**config.mk**
```make
export PLATFORM = sky130hd
export DESIGN_NAME = lcdfs_front
export DESIGN_NICKNAME = d
export VERILOG_FILES = /design/src/rtl/core/lcdfs_pkg.sv /design/src/rtl/core/lcdfs_front.sv
export SDC_FILE = /design/constraint.sdc
export NUM_CORES = 1
export LEC_CHECK = 0
export BUFFER_PORTS_ARGS = -buffer_cell sky130_fd_sc_hd__buf_2
export CAP_MARGIN = 20
export CORE_UTILIZATION = 55
export DETAILED_ROUTE_END_ITERATION = 7
export PLACE_DENSITY = 0.77
export SYNTH_ARGS = -nofsm -noshare
export SYNTH_HDL_FRONTEND = slang
export SYNTH_SLANG_ARGS = --single-unit
```
**constraint.sdc**
```tcl
create_clock -name clock -period 2.6 [get_ports clock]
set_clock_uncertainty 0.15 [all_clocks]
set_input_delay 0.39 -clock clock [delete_from_list [all_inputs] [get_ports clock]]
set_output_delay 0.39 -clock clock [all_outputs]
set_load 0.02 [all_outputs]
```
**src/rtl/core/lcdfs_pkg.sv**
```systemverilog
// ----------------------------------------------------------------------------
// lcdfs_pkg
// Shared types and constants for the folded frame store with dirty flush.
// ----------------------------------------------------------------------------
package lcdfs_pkg;
   localparam int SCREEN_WIDTH_DEF  = 128;
   localparam int SCREEN_HEIGHT_DEF = 64;
   localparam int ROWS      = SCREEN_HEIGHT_DEF / 2;
   localparam int ROW_BYTES = SCREEN_WIDTH_DEF / 4;
   localparam int WORDS     = SCREEN_WIDTH_DEF / 8;
   localparam int ADDR_W    = $clog2(ROWS * ROW_BYTES);
   localparam int ROW_W     = $clog2(ROWS);
   localparam int COL_W     = $clog2(ROW_BYTES);
   localparam int WORD_W    = $clog2(WORDS);
   localparam int CMD_QDEPTH = 4;

   localparam logic [7:0] ROW_CMD_RESET = 8'b10000000;
   localparam logic [7:0] COL_CMD_RESET = 8'b10000000;

   localparam logic [2:0] K_CLEAR = 3'd0;
   localparam logic [2:0] K_PUT   = 3'd1;
   localparam logic [2:0] K_GET   = 3'd2;
   localparam logic [2:0] K_PAIR  = 3'd3;
   localparam logic [2:0] K_FULL  = 3'd4;
   localparam logic [2:0] K_FAST  = 3'd5;

   localparam logic [1:0] O_PIXEL = 2'd0;
   localparam logic [1:0] O_CMD   = 2'd1;
   localparam logic [1:0] O_DATA  = 2'd2;

   localparam logic [0:0] CSR_ROW_BASE = 1'd0;
   localparam logic [0:0] CSR_COL_BASE = 1'd1;

   // classified command handed from front to back
   typedef struct packed {
      logic [2:0]       kind;
      logic [ROW_W-1:0] row;
      logic [7:0]       bitpos;   // pixel position within folded row, 0..255
      logic             pixel_on;
      logic [5:0]       col;      // byte column of a byte pair, up to 47; 63 when x is past 31
      logic [7:0]       first_byte;
      logic [7:0]       second_byte;
   } cmd_type;

   typedef struct packed {
      logic [1:0] kind;
      logic [7:0] data;
      logic       last;
   } rsp_type;
endpackage

```
**src/rtl/core/lcdfs_front.sv**
```systemverilog
// ----------------------------------------------------------------------------
// lcdfs_front
// Accepts request words, folds coordinates, queues commands for the back end.
// ----------------------------------------------------------------------------
module lcdfs_front
   import lcdfs_pkg::*;
#(
   parameter int QDEPTH = CMD_QDEPTH
) (
   input  logic       clock,
   input  logic       reset,
   input  logic       req_push,
   output logic       full,
   input  logic [2:0] req_kind,
   input  logic [6:0] req_x,
   input  logic [5:0] req_y,
   input  logic       req_pixel_on,
   input  logic [7:0] req_first_byte,
   input  logic [7:0] req_second_byte,
   input  logic [4:0] req_flush_row,
   output logic       cmd_valid,
   output cmd_type    cmd,
   input  logic       cmd_take
);
   localparam int QA = $clog2(QDEPTH);
   cmd_type          q_ff [QDEPTH];
   logic [QA-1:0]    wp_ff, rp_ff;
   logic [QA:0]      cnt_ff;
   cmd_type          c_in;
   logic             push;

   always_comb begin
      c_in = '0;
      c_in.kind        = req_kind;
      c_in.pixel_on    = req_pixel_on;
      c_in.first_byte  = req_first_byte;
      c_in.second_byte = req_second_byte;
      c_in.row         = (req_kind == K_FULL || req_kind == K_FAST) ?
                         req_flush_row : req_y[ROW_W-1:0];
      // lower screen half sits 128 pixels further along the folded row
      c_in.bitpos      = {req_y[5], req_x};
      c_in.col         = {1'b0, req_x[4:0]} + {1'b0, req_y[5], 4'd0};
      if (req_x[6:5] != 2'd0) c_in.col = 6'd63;
   end

   assign full      = (cnt_ff == (QA+1)'(QDEPTH));
   assign push      = req_push && !full;
   assign cmd_valid = (cnt_ff != '0);
   assign cmd       = q_ff[rp_ff];

   always_ff @(posedge clock) begin
      if (push) q_ff[wp_ff] <= c_in;
      if (reset) begin
         wp_ff <= '0; rp_ff <= '0; cnt_ff <= '0;
      end else begin
         if (push) wp_ff <= wp_ff + 1'b1;
         if (cmd_take) rp_ff <= rp_ff + 1'b1;
         cnt_ff <= cnt_ff + (QA+1)'(push) - (QA+1)'(cmd_take);
      end
   end
endmodule

```
Word level (Yosys, flattened, before mapping)
Memories as Yosys holds them, arrays and structs flattened. A register that Yosys moved wholly into a read port is not among the register bits.
Cells that the tools add are included.
- RAM bits: 156
- logic and storage cells: 23
- output and inout bits: 41
- memories kept: 1
- flip-flop bits (word level): 7
- input bits: 42
- mux-type cells: 6
- add/subtract/negate cells: 5
- reductions and logical operators: 5
- equal/unequal tests: 3
- memory list (memory ; depth ; bits a word ; rd ports ; clocked after memory_dff ; write ports ; RTL line ; text):
    q_ff ; 4 ; 39 ; 1 ; 1 ; 1 ; lcdfs_front.sv:26 ; cmd_type q_ff [QDEPTH];
- operators with widths (operator ; number):
    3-bit == test, second input constant ; 3
    5-bit by 5-bit adder with 6-bit output ; 1
    6-bit 2-to-1 mux ; 1
    5-bit 2-to-1 mux ; 1
    2-bit by 1-bit adder with 2-bit output, second input constant ; 2
    2-bit 2-to-1 mux ; 2
    3-bit by 1-bit adder with 3-bit output ; 1
    3-bit nonzero test ; 1
    3-bit by 1-bit subtractor with 3-bit output ; 1
    1-bit 2-to-1 mux ; 2
    2-bit nonzero test ; 1
    1-bit logical AND ; 1
    1-bit zero test ; 1
    1-bit logical OR ; 1

Longest topological paths before layout
- word-level depth: 5
- mapped depth: 10
- gate-level depth less buffers: 10

Least setup slack after synthesis
No wires, ideal clock.
- path type: register -> register
- start: register cnt_ff[2]
- end: register cnt_ff[2]
- buffers on the path: 0
- stages on the path, launching flop included: 11
- path slack: 0.011 ns
- arrival time: 2.314 ns
- clock period less this slack: 2.589 ns
- required time: 2.326 ns
- library setup time: 0.124 ns
- cells stage by stage: dfxtp_1 nor3b_1 nor2_1 inv_1 ha_1 inv_1 ha_1 fa_1 xnor2_1 xnor2_1 nor2_1
- word-level cells in the longest chain between the ends: 5
- ends and longest elaborated chain (element ; RTL line ; text):
    start, declared ; lcdfs_front.sv:28 ; logic [QA:0] cnt_ff;
    start signal, assigned ; lcdfs_front.sv:58 ; cnt_ff <= cnt_ff + (QA+1)'(push) - (QA+1)'(cmd_take);
    3-bit == test ; lcdfs_front.sv:46 ; assign full = (cnt_ff == (QA+1)'(QDEPTH));
    net full ; lcdfs_front.sv:13 ; output logic full,
    1-bit zero test ; lcdfs_front.sv:47 ; assign push = req_push && !full;
    1-bit logical AND ; lcdfs_front.sv:47 ;
    3-bit by 1-bit adder with 3-bit output ; lcdfs_front.sv:58 ;
    3-bit by 1-bit subtractor with 3-bit output ; lcdfs_front.sv:58 ;
The timed path passes the listed nets, and every way through them passes these cells.
A chain may end at the register's enable or synchronous reset.

==> out/qor.yml <==
sta:
  holdWs_ns: 0.0530
  setup_viol: 0
  drv_slew: 0
  rsz0062_at_grt: "no"
  fin_crit_sh_pct: 93.4
  setup_tns_ns: 0
  max_slew_margin_pct: 70.5
  hold_viol: 0
  period_needed_ns: 2.43
  max_freq_mhz: 412
  tightestPinTransition_ns: 0.443
finish:
  area.sequential_um2: 4870
  num_antenna_cells: 0
  drive_above_1_share_pct: 43.0
  areaGrowthSynthToFinish_pct: 25.6
  multi_input_area_um2: 1240
  layout_common_cells: "156 x edfxtp_1, 82 x buf_2, 39 x mux4_2"
  fill_cells: 660
  final_common_cell: "edfxtp_1"
  final_nets: 446
  design_area_um2: 7770
yosys:
  synth.yosys.seq_area_share_pct: 78.7
  syn_area_um2: 6180
  syn-num-nets: 314
  netlist_instances: 264
  avgSynthCellArea_um2: 23.4
  synthDistinctLibCells: 23
  yosys_warnings: 0
  ys_seq_elements: 165
floorplanning:
  io_pins: 83
  die_h_um: 108
  rows: 38
  initial_core_util_pct: 56.8
  core_um2: 10900
  die-area_um2: 11700
  die_x_um: 108
pwr:
  powerDensity_nw_per_um2: 862
  power_leakage_nw: 2.68
  power_mw: 6.69
  ir_worst_vdd_v: 0.000459
clock_network:
  cts.clk_slew.worst_paths_ns: 0.06
  clock_path_buffers: 2
  clkSinkCount: 165
  clk_latency_ns: 0.52
  cts_root_buffer: "clkbuf_8"
  cts_max_level: 4
  cts_buffers: 17
  cts_tree: "done"
drt:
  first_iter_violations: 121
  drtPass1Iterations: 4
  vias: 2985
  wl_per_cell_um: 18.9
  ant_nets: 0
  vias_per_cell: 5.44
  wl_um: 10400
  drc_errors: 0
flow_run:
  maxCapViolations: 0
critical_path:
  start_kind: "flop"
  cp.arrival_ns: 1.89
  required_ns: 2.06
  path_class: "flop to primary output"
  worstPathMaxFanout: 26
  worstSetupEndpointType: "primary output"
place:
  gp_congestion: 0.716
  place_area_um2: 6860
  place.detailed.hpwl_um: 6140
  io_buffers: 82
global_route:
  overflow: 0
  grt_use_total_pct: 19.6
  grt_antenna_before_repair: 0
  grt_pass1_wl_um: 16300
  grt_pass1_vias: 3172
  grt_max_degree: 27
outcome:
  status: "complete, no violations"
worst_hold_path:
  hold_path.class: "input port to flop"
-- synth_stat cells --
master	count	share of area [%]
a21oi_1	1	0.081
and2_1	4	0.40
buf_2	2	0.16
buf_4	2	0.24
buf_6	2	0.36
clkbuf_1	3	0.18
dfxtp_1	9	2.9
edfxtp_1	156	76
fa_1	1	0.32
ha_1	7	1.4
inv_1	7	0.43
mux2_2	5	0.91
mux2i_1	1	0.16
mux4_2	39	14
nand2_1	1	0.061
nand2b_1	3	0.30
nor2_1	5	0.30
nor2b_1	2	0.20
nor3b_1	1	0.12
o21ai_0	1	0.081
or3_1	8	0.81
xnor2_1	3	0.43
xor2_1	1	0.14
-- logic make-up (layout without fill, tap and decap cells) --
family | after synthesis | count (layout) | share of synthesized area (%)
AND/OR/NAND/NOR | 24 | 24 | 2.21
adder cells (fa/ha/maj) | 8 | 8 | 1.74
AO/OA/AOI/OAI | 2 | 2 | 0.162
buffers and inverters | 16 | 161 | 1.38
XOR/XNOR | 4 | 4 | 0.567
flip-flops | 165 | 165 | 78.7
multiplexers | 45 | 45 | 15.3
-- worst max-delay path, stage by stage, from the launching register on --
cell and delay, ns:
dfxtp_2 0.59, buf_12 0.26, mux4_2 0.35, buf_2 0.18
-- state kept, by name, indices dropped and copies added (netlist names), named ones only --
signal and count:
rp_ff 2, q_ff 156, cnt_ff 3, wp_ff 2
-- timing repair --
item,in CTS,in global routing
endpoints found under the setup margin,21,0
setup buffers,3,0
hold buffers,27,0
hold endpoints to repair,111,0
resized for setup,0,0
-- through the flow --
stage | cells | util (%) | worst slack (ns)
final | 549 | 71.3 | 0.171
after global routing | 549 | 71.3 | 0.0715
after CTS | 549 | 71.3 | 0.128
after detailed placement | 487 | 63.0 | 0.199
after global placement | 487 | 63.0 | 0.283
after floorplan | 264 | - | 0.0113
-- per-layer routing --
metal | global-route usage [%] | share of wire [%] | vias to the layer above
met4 | 7.73 | 1.4 | 0
met3 | 5.00 | 3.9 | 13
li1 | - | - | 1359
met2 | 33.2 | 53 | 80
met5 | 0 | 0 | -
met1 | 24.4 | 42 | 1533
-- final timing paths --
kind              cells past startpoint                     to                   from  slack, ns
hold reg to reg                       2  wp_ff[1]$_SDFFE_PP0P_  wp_ff[1]$_SDFFE_PP0P_       0.39
setup / recovery                      3                cmd[23]                   flop       0.17
hold / removal                        1  q_ff[3][29]$_DFFE_PP_               req_x[6]       0.05
setup reg to reg                     10   cnt_ff[2]$_SDFF_PP0_   cnt_ff[2]$_SDFF_PP0_       0.23
-- power by group --
group	switching, mW	total (mW)	internal (mW)
Combinational	0.568	1.02	0.447
Sequential	0.0794	3.25	3.17
Clock	0.967	2.42	1.46
Total	1.61	6.69	5.08
-- final cells by class --
class,instances,share of cell area [%]
clock buffers,24,7.02
multi-input cells,83,15.9
flip-flops and latches,165,62.7
clock inverters,8,0.741
repair buffers,122,11.0
well taps,140,2.26
inverters,7,0.338
(Power assumes the default switching activity.)
